==> src/rtl/sem_pkg.sv <==
// Shared constants and types of the Sobel edge magnitude block.
package sem_pkg;

   localparam int MAX_WIDTH = 2048;
   localparam int ADDR_W    = $clog2(MAX_WIDTH);
   localparam int PIX_W     = 8;
   localparam int MAG_W     = 11;
   localparam int COL_W     = 11;
   localparam int ROW_W     = 16;
   localparam int IMG_W_W   = 12;
   localparam int SUM_W     = 21;
   localparam int CSR_AW    = 5;
   localparam int CSR_DW    = 32;
   localparam logic [MAG_W-1:0] MAG_CLAMP = MAG_W'(255);
   localparam logic [IMG_W_W-1:0] MIN_DIM = IMG_W_W'(3);

   // register indexes (byte address / 4)
   localparam logic [2:0] REG_IMAGE_WIDTH  = 3'd0;
   localparam logic [2:0] REG_IMAGE_HEIGHT = 3'd1;
   localparam logic [2:0] REG_ROI_LEFT     = 3'd2;
   localparam logic [2:0] REG_ROI_TOP      = 3'd3;
   localparam logic [2:0] REG_ROI_COLS     = 3'd4;
   localparam logic [2:0] REG_ROI_ROWS     = 3'd5;
   localparam logic [2:0] REG_WIDE_OUTPUT  = 3'd6;

   typedef struct packed {
      logic [IMG_W_W-1:0] image_width;
      logic [ROW_W-1:0]   image_height;
      logic [COL_W-1:0]   roi_left;
      logic [ROW_W-1:0]   roi_top;
      logic [IMG_W_W-1:0] roi_cols;
      logic [ROW_W-1:0]   roi_rows;
      logic               wide_output;
   } cfg_type;

   typedef struct packed {
      logic accept;
      logic shift;
      logic pick;
      logic mult;
      logic load;
   } cmd_type;

   typedef struct packed {
      logic geom_ok;
      logic mask_empty;
      logic root_done;
      logic out_free;
   } status_type;

   typedef enum logic [6:0] {
      ST_IDLE  = 7'b0000001,
      ST_SHIFT = 7'b0000010,
      ST_PICK  = 7'b0000100,
      ST_GRAD  = 7'b0001000,
      ST_MULT  = 7'b0010000,
      ST_ROOT  = 7'b0100000,
      ST_EMIT  = 7'b1000000
   } state_type;

endpackage

==> src/rtl/sem_csr.sv <==
// Configuration register bank on the APB-style port.
module sem_csr (
   input  logic                         clock,
   input  logic                         reset,
   input  logic                         csr_psel,
   input  logic                         csr_penable,
   input  logic                         csr_pwrite,
   input  logic [sem_pkg::CSR_AW-1:0]   csr_paddr,
   input  logic [sem_pkg::CSR_DW-1:0]   csr_pwdata,
   output logic [sem_pkg::CSR_DW-1:0]   csr_prdata,
   output logic                         csr_pready,
   output sem_pkg::cfg_type             cfg
);

   sem_pkg::cfg_type cfg_ff, cfg_in;
   logic             wr_en;
   logic [2:0]       idx;

   assign wr_en      = csr_psel & csr_penable & csr_pwrite;
   assign idx        = csr_paddr[4:2];
   assign csr_pready = 1'b1;
   assign cfg        = cfg_ff;

   always_comb begin
      cfg_in = cfg_ff;
      if (wr_en) begin
         case (idx)
            sem_pkg::REG_IMAGE_WIDTH:  cfg_in.image_width  = csr_pwdata[11:0];
            sem_pkg::REG_IMAGE_HEIGHT: cfg_in.image_height = csr_pwdata[15:0];
            sem_pkg::REG_ROI_LEFT:     cfg_in.roi_left     = csr_pwdata[10:0];
            sem_pkg::REG_ROI_TOP:      cfg_in.roi_top      = csr_pwdata[15:0];
            sem_pkg::REG_ROI_COLS:     cfg_in.roi_cols     = csr_pwdata[11:0];
            sem_pkg::REG_ROI_ROWS:     cfg_in.roi_rows     = csr_pwdata[15:0];
            sem_pkg::REG_WIDE_OUTPUT:  cfg_in.wide_output  = csr_pwdata[0];
            default: ;
         endcase
      end
   end

   always_comb begin
      case (idx)
         sem_pkg::REG_IMAGE_WIDTH:  csr_prdata = {20'd0, cfg_ff.image_width};
         sem_pkg::REG_IMAGE_HEIGHT: csr_prdata = {16'd0, cfg_ff.image_height};
         sem_pkg::REG_ROI_LEFT:     csr_prdata = {21'd0, cfg_ff.roi_left};
         sem_pkg::REG_ROI_TOP:      csr_prdata = {16'd0, cfg_ff.roi_top};
         sem_pkg::REG_ROI_COLS:     csr_prdata = {20'd0, cfg_ff.roi_cols};
         sem_pkg::REG_ROI_ROWS:     csr_prdata = {16'd0, cfg_ff.roi_rows};
         sem_pkg::REG_WIDE_OUTPUT:  csr_prdata = {31'd0, cfg_ff.wide_output};
         default:                   csr_prdata = '0;
      endcase
   end

   always_ff @(posedge clock) begin
      if (reset) begin
         cfg_ff <= '0;
      end else begin
         cfg_ff <= cfg_in;
      end
   end

endmodule

==> config.mk <==
export PLATFORM = sky130hd
export DESIGN_NAME = sem_csr
export DESIGN_NICKNAME = d
export VERILOG_FILES = /design/src/rtl/sem_pkg.sv /design/src/rtl/sem_csr.sv
export SDC_FILE = /design/constraint.sdc
export NUM_CORES = 1
export LEC_CHECK = 0
export BUFFER_PORTS_ARGS = -buffer_cell sky130_fd_sc_hd__buf_2
export CAP_MARGIN = 20
export CORE_ASPECT_RATIO = 0.6
export CORE_MARGIN = 2
export CORE_UTILIZATION = 49
export CTS_CLUSTER_SIZE = 12
export DETAILED_ROUTE_END_ITERATION = 16
export GPL_ROUTABILITY_DRIVEN = 0
export PLACE_DENSITY_LB_ADDON = 0.25
export SETUP_SLACK_MARGIN = 0.5
export SLEW_MARGIN = 20
export SYNTH_ARGS = -nofsm -noshare
export SYNTH_HDL_FRONTEND = slang
export SYNTH_SLANG_ARGS = --single-unit
export TNS_END_PERCENT = 5
==> constraint.sdc <==
create_clock -name clock -period 1.1 [get_ports clock]
set_input_delay 0.11 -clock clock [delete_from_list [all_inputs] [get_ports clock]]
set_output_delay 0.11 -clock clock [all_outputs]
set_load 0.05 [all_outputs]
# --- After elaboration in Yosys (flattened, before gate mapping) ---
# Cells that the tools add are included.
word_totals:
  regBits: 84
  latch_bits: 0
  mem_bits_rw: 0
  mem_bits_ro: 0
  inputBits: 42
  elab_cells: 24
  mem_count: 0
classes:
  addsub: 0
  n_mul: 0
  n_div: 0
  n_lt_le_gt_ge: 0
  eq_ne: 6
  shifts: 0
  n_mux: 1
  n_bitwise: 2
  reduce_logical: 8
op_table:
  columns: ["operator", "n"]
  rows:
  - ["16-bit case mux with 7 select lines", 1]
  - ["2-bit AND reduction", 7]
  - ["3-bit == test, second input constant", 3]
  - ["3-bit by 2-bit == test with 1-bit output, second input constant", 2]
  - ["3-bit by 1-bit == test with 1-bit output, second input constant", 1]
  - ["3-bit logical NOT", 1]
  - ["1-bit AND", 2]

# --- Longest topological paths before layout ---
depth:
  word_depth: 3
  mapped_depth: 6
  depth_no_buf: 3

# --- Worst setup path after synthesis ---
# OpenSTA, ideal clock, no wires.
synth_path:
  kind: "register -> output"
  start: "reg cfg_ff, in the netlist cfg[38]"
  end: "out csr_prdata[9] in the netlist's numbering"
  arrival_ps: 1867
  t_required_ps: 990
  setup_slack_ps: -877
  stages_incl_launch_ff: 3
  path_cell_list: "dfxtp_1 > mux2i_1 > o21ai_0"
synth_via:
  elab_chain_len: 1
synth_lines:
  columns: ["element", "line_no", "rtl"]
  rows:
  - ["from (decl)", "sem_csr.sv:15", "sem_pkg::cfg_type cfg_ff, cfg_in;"]
  - ["from (signal assigned)", "sem_csr.sv:57", "cfg_ff <= cfg_in;"]
  - ["16-bit case mux with 7 select lines", "sem_csr.sv:41", "case (idx)"]
  - ["to (decl)", "sem_csr.sv:10", "output logic [sem_pkg::CSR_DW-1:0] csr_prdata,"]
# Every way passes these cells.

# --- Worst setup path after layout ---
layout_path:
  start: "reg cfg_ff, in the netlist cfg[74]"
  end: "out csr_prdata[2] in the netlist's numbering"
# The elaborated chain is that of the path after synthesis.

==> impl_metrics.toml <==
[run_status]
status = "finished with violations"
violations = "setup timing"

[yosys]
post_synth.cell_area_avg_um2 = 9.37
synth_compound_gate_area_share_pct = 12.8
post_synth_xor_area_fraction_pct = 0
synth_top_cells_by_count = "dfxtp_1, mux2i_1, nand2b_1, a21oi_1, nand3_1"
yosys_register_bits = 84
post_synth_mux_area_share_pct = 20.8
post_synth_num_cell_types = 35
leading_cell_types_by_total_area_after_synthesis = "dfxtp_1, mux2i_1, nand2b_1, buf_4, a21oi_1"
synth_top_family_by_area = "multiplexers"
yosys_warnings = 0
synth_adder_area_share_pct = 0
yosysTopAreaCell = "dfxtp_1"
synth_edf_count = 0
yosysTopAreaCellShare_pct = 39.8
synth_sequential_area_ratio_pct = 39.8
synthesis.area_mm2 = 0.00423
asyncSetResetFlopFracSynth_pct = 0
post_synth_and_or_nand_nor_area_fraction_pct = 17.5
syn_inst = 451
yosysMostFrequentCell = "dfxtp_1"
main_flop_type_after_synthesis = "dfxtp_1"

[floorplanning]
fp.dieW_um = 124
initial_utilization_pct = 50.0
ios = 159
core_area_mm2 = 0.00846
die-area_mm2 = 0.00941
rows = 26
die_h_um = 76.0

[timing]
endpoints_failing_hold = 0
final_min_period_over_clock_period_pct = 141
timing_max_transition_violations_final = 0
final.setup_skew_ps = 0
maxClockFrequency_ghz = 0.645
period_needed_ps = 1550
grt_setup_unrepaired = "yes"
setup_viol = 16
holdWs_ps = 33.6
setup_ws_ps = -451

[cts]
cts_inserted_buffers = 9
clockBufferDepth = 2
cts.root.buffer_cell = "clkbuf_16"
tritoncts_sinks = 84
clkSlewWorstSetupHoldPaths_ps = 60
htree_num_levels = 3
clkLatencyLatePin_ps = 350
tritoncts_clock_tree = "yes"

[detailed_routing]
wl_um = 17100
num_vias = 4460
drt_first_pass_iters = 6
viasPerCell = 5.97
post_drt_wl_per_cell_um = 22.9
antenna_violating_nets_left = 0
post-route-drc-count = 0
initial_detailed_routing_violation_count = 367

[min_path]
holdCritPathClass = "input port to flip-flop"

[worst_setup_path]
cp-start-kind = "flip-flop"
worst_ep_arrival_ps = 1440
setup.reg_to_reg.worst_slack_ps = 240
path_class = "flip-flop to output pin"
crit_path_max_fanout = 2
worst_path_required_ps = 990
category_of_the_worst_setup_path_capture_point = "output pin"

[finish]
regArea_mm2 = 0.00194
multi_input_area_mm2 = 0.00262
largest_reg_flops = 84
flow.area_growth_from_synthesis_pct = 76.8
num_antenna_cells = 0
postLayoutCellArea_mm2 = 0.00748
final_nets = 672
layout.filler_cells = 367
drive_gt1_share_pct = 59.4

[job]
max_cap_violations = 0

[grt]
grtUsageTotal_pct = 33.9
grt_antenna_before_repair = 0
grt_overflow = 0
grt_pass1_wl_um = 24500
grt_start_max_net_pins = 53
grt_pass1_vias = 4354

[power]
design_power_total_mw = 7.40
static-leakage-power_nw = 3.23
ir_drop_v = 0.000989
power.density_cell_area_mw_per_mm2 = 990

[place]
place_area_mm2 = 0.00585
portBuffers = 123
placement.setup.worst_slack_ps = -360
dp.final_hpwl_um = 9950
## per-layer routing
layer | part of all wire (%) | up-vias | GRT usage [%]
li1 | - | 1931 | -
met1 | 41 | 2185 | 46.6
met2 | 48 | 294 | 52.9
met3 | 8.1 | 50 | 6.48
met4 | 3.2 | 0 | 12.1
met5 | 0 | - | 0
## path summary, 6_finish.rpt
path                        from            end  depth (start not counted)
hold reg to reg          cfg[68]        cfg[68]                          2
hold / removal    csr_pwdata[12]        cfg[13]                          3
setup reg to reg         cfg[16]        cfg[16]                          2
setup / recovery         cfg[74]  csr_prdata[2]                          4
## cell families after synthesis
family                 count (synthesis)
AO/OA/AOI/OAI                         93
buffers and inverters                 60
flip-flops                            84
multiplexers                          87
other                                  2
AND/OR/NAND/NOR                      125
## power breakdown
| group | switching [mW] | internal (mW) | total (mW) |
|---|---|---|---|
| Sequential | 0.0255 | 2.93 | 2.95 |
| Clock | 1.25 | 2.11 | 3.36 |
| Combinational | 0.690 | 0.393 | 1.08 |
| Total | 1.97 | 5.43 | 7.40 |
## area by class of cell
class                      instances  share of cell area (%)
timing repair buffer             211                    32.7
inverter                           2                   0.100
multi-input combinational        322                    35.0
clock inverter                     4                   0.971
sequential                        84                    25.9
tap                              112                    1.87
clock buffer                      12                    3.43
## per-stage QoR
stage                     utilization (%)  cells  TNS, ps
after floorplan                         -    466     -730
after global placement               69.2    729   -17570
after detailed placement             69.2    729   -18780
after CTS                            86.3    746    -5080
after global routing                 88.4    747    -5780
final                                88.4    747    -5250
## cells in the final DEF, fill, tap and decap left out, types with 2 or more instances in the layout
| cell type | n |
|---|---|
| a21oi_1 | 33 |
| a21oi_4 | 2 |
| a221oi_4 | 2 |
| a22oi_2 | 3 |
| and2_2 | 3 |
| buf_12 | 10 |
| buf_2 | 24 |
| buf_4 | 48 |
| buf_6 | 44 |
| buf_8 | 84 |
| bufinv_16 | 2 |
| clkbuf_16 | 9 |
| clkbuf_8 | 2 |
| conb_1 | 17 |
| dfxtp_2 | 24 |
| dfxtp_4 | 60 |
| mux2_2 | 3 |
| mux2_4 | 5 |
| mux2i_1 | 70 |
| mux2i_2 | 9 |
| nand2_2 | 4 |
| nand2_4 | 4 |
| nand2b_1 | 68 |
| nand3_1 | 33 |
| nor2_2 | 2 |
| o21ai_0 | 12 |
| o21ai_1 | 11 |
| o21ai_2 | 9 |
| o21ai_4 | 5 |
| o221ai_4 | 5 |
| o2bb2ai_1 | 3 |
| o32a_1 | 5 |
## what timing repair did
item | CTS | global route
setup buffers | 1 | 1
pin swaps | 13 | 5
hold buffers | 0 | 0
setup endpoints to repair | 184 | 184
resized for setup | 340 | 55
## worst max-delay path: stages, from the launching register on
cell and delay (ps):
dfxtp_4 340, mux2_4 280, a221oi_4 270, a21oi_4 50, buf_6 160
Power figures use the tool's default switching activity.
