$ cat src/rtl/sem_pkg.sv
// Shared constants and types of the Sobel edge magnitude block.
package sem_pkg;

   localparam int MAX_WIDTH = 2048;
   localparam int ADDR_W    = $clog2(MAX_WIDTH);
   localparam int PIX_W     = 8;
   localparam int MAG_W     = 11;
   localparam int COL_W     = 11;
   localparam int ROW_W     = 16;
   localparam int IMG_W_W   = 12;
   localparam int SUM_W     = 21;
   localparam int CSR_AW    = 5;
   localparam int CSR_DW    = 32;
   localparam logic [MAG_W-1:0] MAG_CLAMP = MAG_W'(255);
   localparam logic [IMG_W_W-1:0] MIN_DIM = IMG_W_W'(3);

   // register indexes (byte address / 4)
   localparam logic [2:0] REG_IMAGE_WIDTH  = 3'd0;
   localparam logic [2:0] REG_IMAGE_HEIGHT = 3'd1;
   localparam logic [2:0] REG_ROI_LEFT     = 3'd2;
   localparam logic [2:0] REG_ROI_TOP      = 3'd3;
   localparam logic [2:0] REG_ROI_COLS     = 3'd4;
   localparam logic [2:0] REG_ROI_ROWS     = 3'd5;
   localparam logic [2:0] REG_WIDE_OUTPUT  = 3'd6;

   typedef struct packed {
      logic [IMG_W_W-1:0] image_width;
      logic [ROW_W-1:0]   image_height;
      logic [COL_W-1:0]   roi_left;
      logic [ROW_W-1:0]   roi_top;
      logic [IMG_W_W-1:0] roi_cols;
      logic [ROW_W-1:0]   roi_rows;
      logic               wide_output;
   } cfg_type;

   typedef struct packed {
      logic accept;
      logic shift;
      logic pick;
      logic mult;
      logic load;
   } cmd_type;

   typedef struct packed {
      logic geom_ok;
      logic mask_empty;
      logic root_done;
      logic out_free;
   } status_type;

   typedef enum logic [6:0] {
      ST_IDLE  = 7'b0000001,
      ST_SHIFT = 7'b0000010,
      ST_PICK  = 7'b0000100,
      ST_GRAD  = 7'b0001000,
      ST_MULT  = 7'b0010000,
      ST_ROOT  = 7'b0100000,
      ST_EMIT  = 7'b1000000
   } state_type;

endpackage

$ cat src/rtl/sem_ctrl.sv
// Sequencing state machine: accept, window update, per-result gradient, root and result load.
module sem_ctrl (
   input  logic                clock,
   input  logic                reset,
   input  logic                req_valid,
   output logic                req_stall,
   input  sem_pkg::status_type status,
   output sem_pkg::cmd_type    cmd
);

   sem_pkg::state_type state_ff, state_in;

   assign req_stall = (state_ff != sem_pkg::ST_IDLE);

   always_comb begin
      state_in = state_ff;
      cmd      = '0;
      case (state_ff)
         sem_pkg::ST_IDLE: begin
            // an invalid geometry drops the word here
            if (req_valid && status.geom_ok) begin
               cmd.accept = 1'b1;
               state_in   = sem_pkg::ST_SHIFT;
            end
         end
         sem_pkg::ST_SHIFT: begin
            cmd.shift = 1'b1;
            state_in  = sem_pkg::ST_PICK;
         end
         sem_pkg::ST_PICK: begin
            if (status.mask_empty) begin
               state_in = sem_pkg::ST_IDLE;
            end else begin
               cmd.pick = 1'b1;
               state_in = sem_pkg::ST_GRAD;
            end
         end
         sem_pkg::ST_GRAD: begin
            state_in = sem_pkg::ST_MULT;
         end
         sem_pkg::ST_MULT: begin
            cmd.mult = 1'b1;
            state_in = sem_pkg::ST_ROOT;
         end
         sem_pkg::ST_ROOT: begin
            if (status.root_done) begin
               state_in = sem_pkg::ST_EMIT;
            end
         end
         sem_pkg::ST_EMIT: begin
            if (status.out_free) begin
               cmd.load = 1'b1;
               state_in = sem_pkg::ST_PICK;
            end
         end
         default: state_in = sem_pkg::ST_IDLE;
      endcase
   end

   always_ff @(posedge clock) begin
      if (reset) begin
         state_ff <= sem_pkg::ST_IDLE;
      end else begin
         state_ff <= state_in;
      end
   end

endmodule

$ cat config.mk
export PLATFORM = sky130hd
export DESIGN_NAME = sem_ctrl
export DESIGN_NICKNAME = d
export VERILOG_FILES = /design/src/rtl/sem_pkg.sv /design/src/rtl/sem_ctrl.sv
export SDC_FILE = /design/constraint.sdc
export NUM_CORES = 1
export LEC_CHECK = 0
export BUFFER_PORTS_ARGS = -buffer_cell sky130_fd_sc_hd__buf_4
export CAP_MARGIN = 20
export CELL_PAD_IN_SITES_DETAIL_PLACEMENT = 1
export CELL_PAD_IN_SITES_GLOBAL_PLACEMENT = 2
export CORE_ASPECT_RATIO = 0.9
export CORE_MARGIN = 2
export CORE_UTILIZATION = 24
export CTS_CLUSTER_SIZE = 14
export DETAILED_ROUTE_END_ITERATION = 12
export PLACE_DENSITY_LB_ADDON = 0.1
export SETUP_SLACK_MARGIN = 0.15
export SLEW_MARGIN = 20
export SYNTH_ARGS = -nofsm -noshare
export SYNTH_HDL_FRONTEND = slang
export SYNTH_SLANG_ARGS = --single-unit
$ cat constraint.sdc
create_clock -name clock -period 1.85 [get_ports clock]
set_clock_uncertainty 0.05 [all_clocks]
set_input_delay 0.37 -clock clock [delete_from_list [all_inputs] [get_ports clock]]
set_output_delay 0.37 -clock clock [all_outputs]
set_load 0.1 [all_outputs]
## Yosys cells after proc, flatten, opt, wreduce, memory -nomap -nowiden

Cells that the tools add are included.

| word-level totals | value |
|---|---|
| logic and storage cells | 27 |
| register bits | 7 |

| operators by class | value |
|---|---|
| muxes and demuxes | 13 |
| reduce and logical (&&, ||, !) cells | 2 |
| eq/ne operators | 11 |

Operators with widths:

| operator | count |
|---|---|
| $pmux W7 S7 | 1 |
| $mux W7 | 3 |
| $mux W1 | 8 |
| $eq A7 B1 Y1 const B | 1 |
| $eq A7 B2 Y1 const B | 1 |
| $eq A7 B3 Y1 const B | 1 |
| $eq A7 B4 Y1 const B | 1 |
| $eq A7 B5 Y1 const B | 1 |
| $eq A7 B6 Y1 const B | 1 |
| $eq A7 B7 Y1 const B | 1 |
| $ne A7 B1 Y1 const B | 1 |
| $ne A2 B2 Y1 const B | 3 |
| $mux W4 | 1 |
| $reduce_and A3 Y1 | 1 |
| $logic_and A1 B1 Y1 | 1 |

## Depth between registers and ports, before layout

| logic depth | value |
|---|---|
| word-level depth | 3 |
| mapped depth | 4 |
| depth with buffers taken out | 3 |

## Least setup slack after synthesis

No wires, ideal clock.

| path | value |
|---|---|
| path kind | reg-to-output |
| start | reg state_ff[5] |
| end | out cmd[4] (netlist bit) |
| data arrival time | 3.398 ns |
| cell stages (with the launch flop) | 4 |
| path buffers | 0 |
| required time | 1.430 ns |
| setup slack | -1.968 ns |
| path through | dfxtp_1 > nor4_1 > nand3_1 > nor2_1 |

RTL lines:

| element | line | text |
|---|---|---|
| from (decl) | sem_ctrl.sv:11 | `sem_pkg::state_type state_ff, state_in;` |
| from (signal assigned) | sem_ctrl.sv:62 | `state_ff <= sem_pkg::ST_IDLE;` |
| from (signal assigned) | sem_ctrl.sv:64 | `state_ff <= state_in;` |
| to (decl) | sem_ctrl.sv:8 | `output sem_pkg::cmd_type cmd` |

==> metrics.md <==
| Metric | Value |
|---|---|
| First-pass GRT wire length | `about 2500 um` |
| Ranking of synthesized cells by area | `dfxtp_1 (33%), nor2_1 (5.3%), nor3b_1 (5.3%)` |
| Proportion of synthesized area in mux cells | `0` |
| Synth cell types | `26` |
| CTS tree | `yes` |
| Buf/Inv on CP | `1` |
| Cell Area, Placed | `roughly 670 um^2` |
| Mapped cell area | `427 um^2` |
| Max reg flops | `7` |
| Antenna Nets Post-Route | `0` |
| Layout Cells excl Fill | `111` |
| Layout area overhead | `118%` |
| Antenna Cells | `0` |
| Most frequent cell after synthesis | `dfxtp_1` |
| H-tree depth | `1` |
| Fin. max-slew vios | `0` |
| CTS Buffer Depth | `2` |
| Crit Path Category | `register to output port` |
| Fin Hold WS | `0.256 ns` |
| Antenna violations before repair | `0` |
| DRC errors left | `0` |
| Number of enable flip-flop cells after synthesis | `0` |
| Slew margin rel. | `0.766` |
| Main synth FF type | `dfxtp_1` |
| Critical path peak fanout | `2` |
| Worst-path cell chain | `or4_4, or4b_4, nor2_4, buf_12` |
| Slowest CP cell | `or4_4` |
| Largest family of logic cells by synthesized area | `simple AND/OR/NAND/NOR gates` |
| Number of global-route vias before repair | `530` |
| Yosys top cell by area | `dfxtp_1` |
| Synth Area in Simple Gates | `0.425` |
| Clock root buffer | `clkbuf_4` |
| Post-DP HPWL | `approximately 980 um` |
| Worst-path clk slew | `roughly 0.06 ns` |
| Core box area | `about 0.0017 mm^2` |
| Fin nets | `95` |
| VDD IR-drop max | `301 uV` |
| Insertion delay to the later sink of the worst-skew pair | `approximately 0.26 ns` |
| Clock sinks | `7` |
| Final Critical Period | `2.33 ns` |
| Max_cap viols | `0` |
| Worst reg-to-reg path cell count | `4` |
| Post-route cell area | `roughly 930 um^2` |
| Hold Crit Class | `input pin to register` |
| Gate Count Post-Synth | `50` |
| Area taken by multi-input logic gates | `between 300 and 400 um^2` |
| Area share of fa/ha/maj cells after synthesis | `0` |
| Fillers | `192` |
| Reg2reg start | `state_ff[5]$_SDFFE_PP0P_` |
| Port bufs | `12` |
| Worst r2r dst | `state_ff[3]$_SDFFE_PP0P_` |
| Inst Count DP | `95` |
| GR Overflow Total | `0` |
| Worst setup EP type | `output port` |
| Hold path startpoint | `reset` |
| Startpoint types | `register` |
| Final setup fails | `6` |
| Biggest registers after layout | `state_ff x7` |
| Share of synthesized registers carrying an async set or reset | `0` |
| Fraction of the mapped netlist area in compound gates | `0.167` |
| Cts hold-fix bufs | `0` |
| Synth top cells by count | `dfxtp_1 (7), nor2_1 (6), nor3_1 (4)` |
| Reg with most FFs | `state_ff` |
| Critical Path RT | `roughly 1.4 ns` |
| Synth Area in XOR/XNOR | `0.0205` |
| Pleak | `about 0.37 nW` |
| Vias per cell | `about 4.9` |
| Die span in y | `around 44 um` |
| Status | `complete, but fails checks` |
| Gr usage total | `0.162` |
| Synth top area share | `0.328` |
| FMAX | `429 MHz` |
| Routed vias | `around 540` |
| Ports | `13` |
| Setup TNS | `-1.43 ns` |
| Iter 0 DRT Violations | `4` |
| Max incr delay on CP | `0.53 ns` |
| DRT Wirelength | `1620 um` |
| Power density over cell area | `524 mW/mm^2` |
| Die width | `48.4 um` |
| Failing checks | `negative setup slack` |
| Hold path depth | `2` |
| Die area | `roughly 0.0021 mm^2` |
| RSZ-0062 raised after global routing | `yes` |
| Syn_nets | `57` |
| Initial core utilization | `0.256` |
| Final setup margin | `-0.482 ns` |
| Arr. time, crit path | `1.91 ns` |
| Final hold vios | `0` |
| Actual slew at the worst max-slew pin | `0.346 ns` |
| Crit-path leading delay family | `simple AND/OR/NAND/NOR gates` |
| #FFs+latches synth | `7` |
| Row cnt | `14` |
| Drt wl/cell | `around 15 um` |
| YS warnings | `0` |
| Post-synthesis sequential area ratio | `0.328` |
| TritonRoute pass-1 iters | `5` |
| Final core utilization | `0.559` |
| Inserted Clock Buffers | `3` |
| Final Wtd Congestion | `0.707` |
| Pin count of the biggest net entering global routing | `9` |
| Hold EP | `state_ff[4]$_SDFFE_PP0P_` |
| Period utilisation layout | `1.26` |
| Share of layout cells above drive strength 1 | `0.667` |
| Worst reg-to-reg setup slack | `roughly 0.06 ns` |
| Avg Cell Area, Syn | `8.53 um^2` |
| FF/Latch Area | `148 um^2` |
how the worst max path moves through the flow:
stage,from,endpoint,slack (ns),depth (start not counted)
detailed placement,state_ff[5]$_SDFFE_PP0P_,cmd[2],-0.28,4
CTS,state_ff[5]$_SDFFE_PP0P_,cmd[2],-0.50,4
global route,state_ff[5]$_SDFFE_PP0P_,cmd[2],-0.53,4
finish,state_ff[5]$_SDFFE_PP0P_,cmd[2],-0.48,4
floorplan,state_ff[0]$_SDFFE_PP1P_,cmd[2],-0.50,4
global placement,state_ff[5]$_SDFFE_PP0P_,cmd[2],-0.27,4
power by group:
| group | internal [mW] | total [mW] | switching (mW) | leakage, nW |
|---|---|---|---|---|
| sequential | 0.154 | 0.156 | 0.00275 | 0.0582 |
| combinational | 0.0947 | 0.190 | 0.0951 | 0.291 |
| clock | 0.0793 | 0.141 | 0.0622 | 0.0177 |
| total | 0.328 | 0.488 | 0.160 | 0.367 |
per-stage QoR:
stage / worst slack [ns] / power, mW
after floorplan: -0.499 / 0.247
after detailed placement: -0.284 / 0.286
after global routing: -0.532 / 0.514
final: -0.482 / 0.488
after CTS: -0.497 / 0.478
after global placement: -0.270 / 0.285
cells in the final DEF, fill, tap and decap left out, drive strengths merged:
master  netlist  final
a21oi         2      2
nand2         3      3
clkbuf        0      3
nand3b        2      2
nor4          2      2
clkinv        0      1
inv           1      1
o211a         1      1
dfxtp         7      7
xor2          1      1
and4b         1      1
nand3         1      1
or4           1      1
nor2          6      6
o41ai         1      1
nor3b         3      3
or4b          1      1
a31o          1      1
a211oi        1      1
o211ai        1      1
nor3          5      5
buf           1     35
a41oi         1      1
nand2b        3      3
o21ai         2      2
nand4b        1      1
cell type report:
| type | count | area share |
|---|---|---|
| Multi-Input combinational cell | 40 | 0.379 |
| Clock inverter | 1 | 0.00538 |
| Clock buffer | 3 | 0.0242 |
| Inverter | 1 | 0.00403 |
| Sequential cell | 7 | 0.159 |
| Tap cell | 24 | 0.0323 |
| Timing Repair Buffer | 35 | 0.397 |
cell families after synthesis:
family                    after synthesis
and+or+nand+nor                        29
AOI/OAI and AO/OA                      10
DFF                                     7
buffers and inverters                   3
xor gates and xnor gates                1
metal layers:
| layer | vias to the layer above | part of all wire | track usage | wire, um |
|---|---|---|---|---|
| met5 | - | 0 | 0 | 0 |
| met4 | 0 | 0.0049 | 0.0343 | 8 |
| met3 | 2 | 0.049 | 0.0828 | 80 |
| met2 | 12 | 0.54 | 0.294 | 873 |
| li1 | 266 | - | - | - |
| met1 | 259 | 0.41 | 0.171 | 657 |
worst reg2reg max path, delay by kind of cell, from the launching register on:
| kind | cells | cell delay (ns) |
|---|---|---|
| flip-flops | 1 | 0.32 |
| buffers and inverters | 1 | 0.16 |
| AND/OR/NAND/NOR | 3 | 1.19 |
what timing repair did:
action                                 in CTS  in global routing
buffers inserted                            8                  4
setup endpoints to repair                   7                  7
endpoints found under the hold margin       0                  0
pin swaps                                   5                  5
gates resized for setup                    32                  2
gates cloned                                0                  0
No activity file was read; power rests on OpenSTA's default activity.
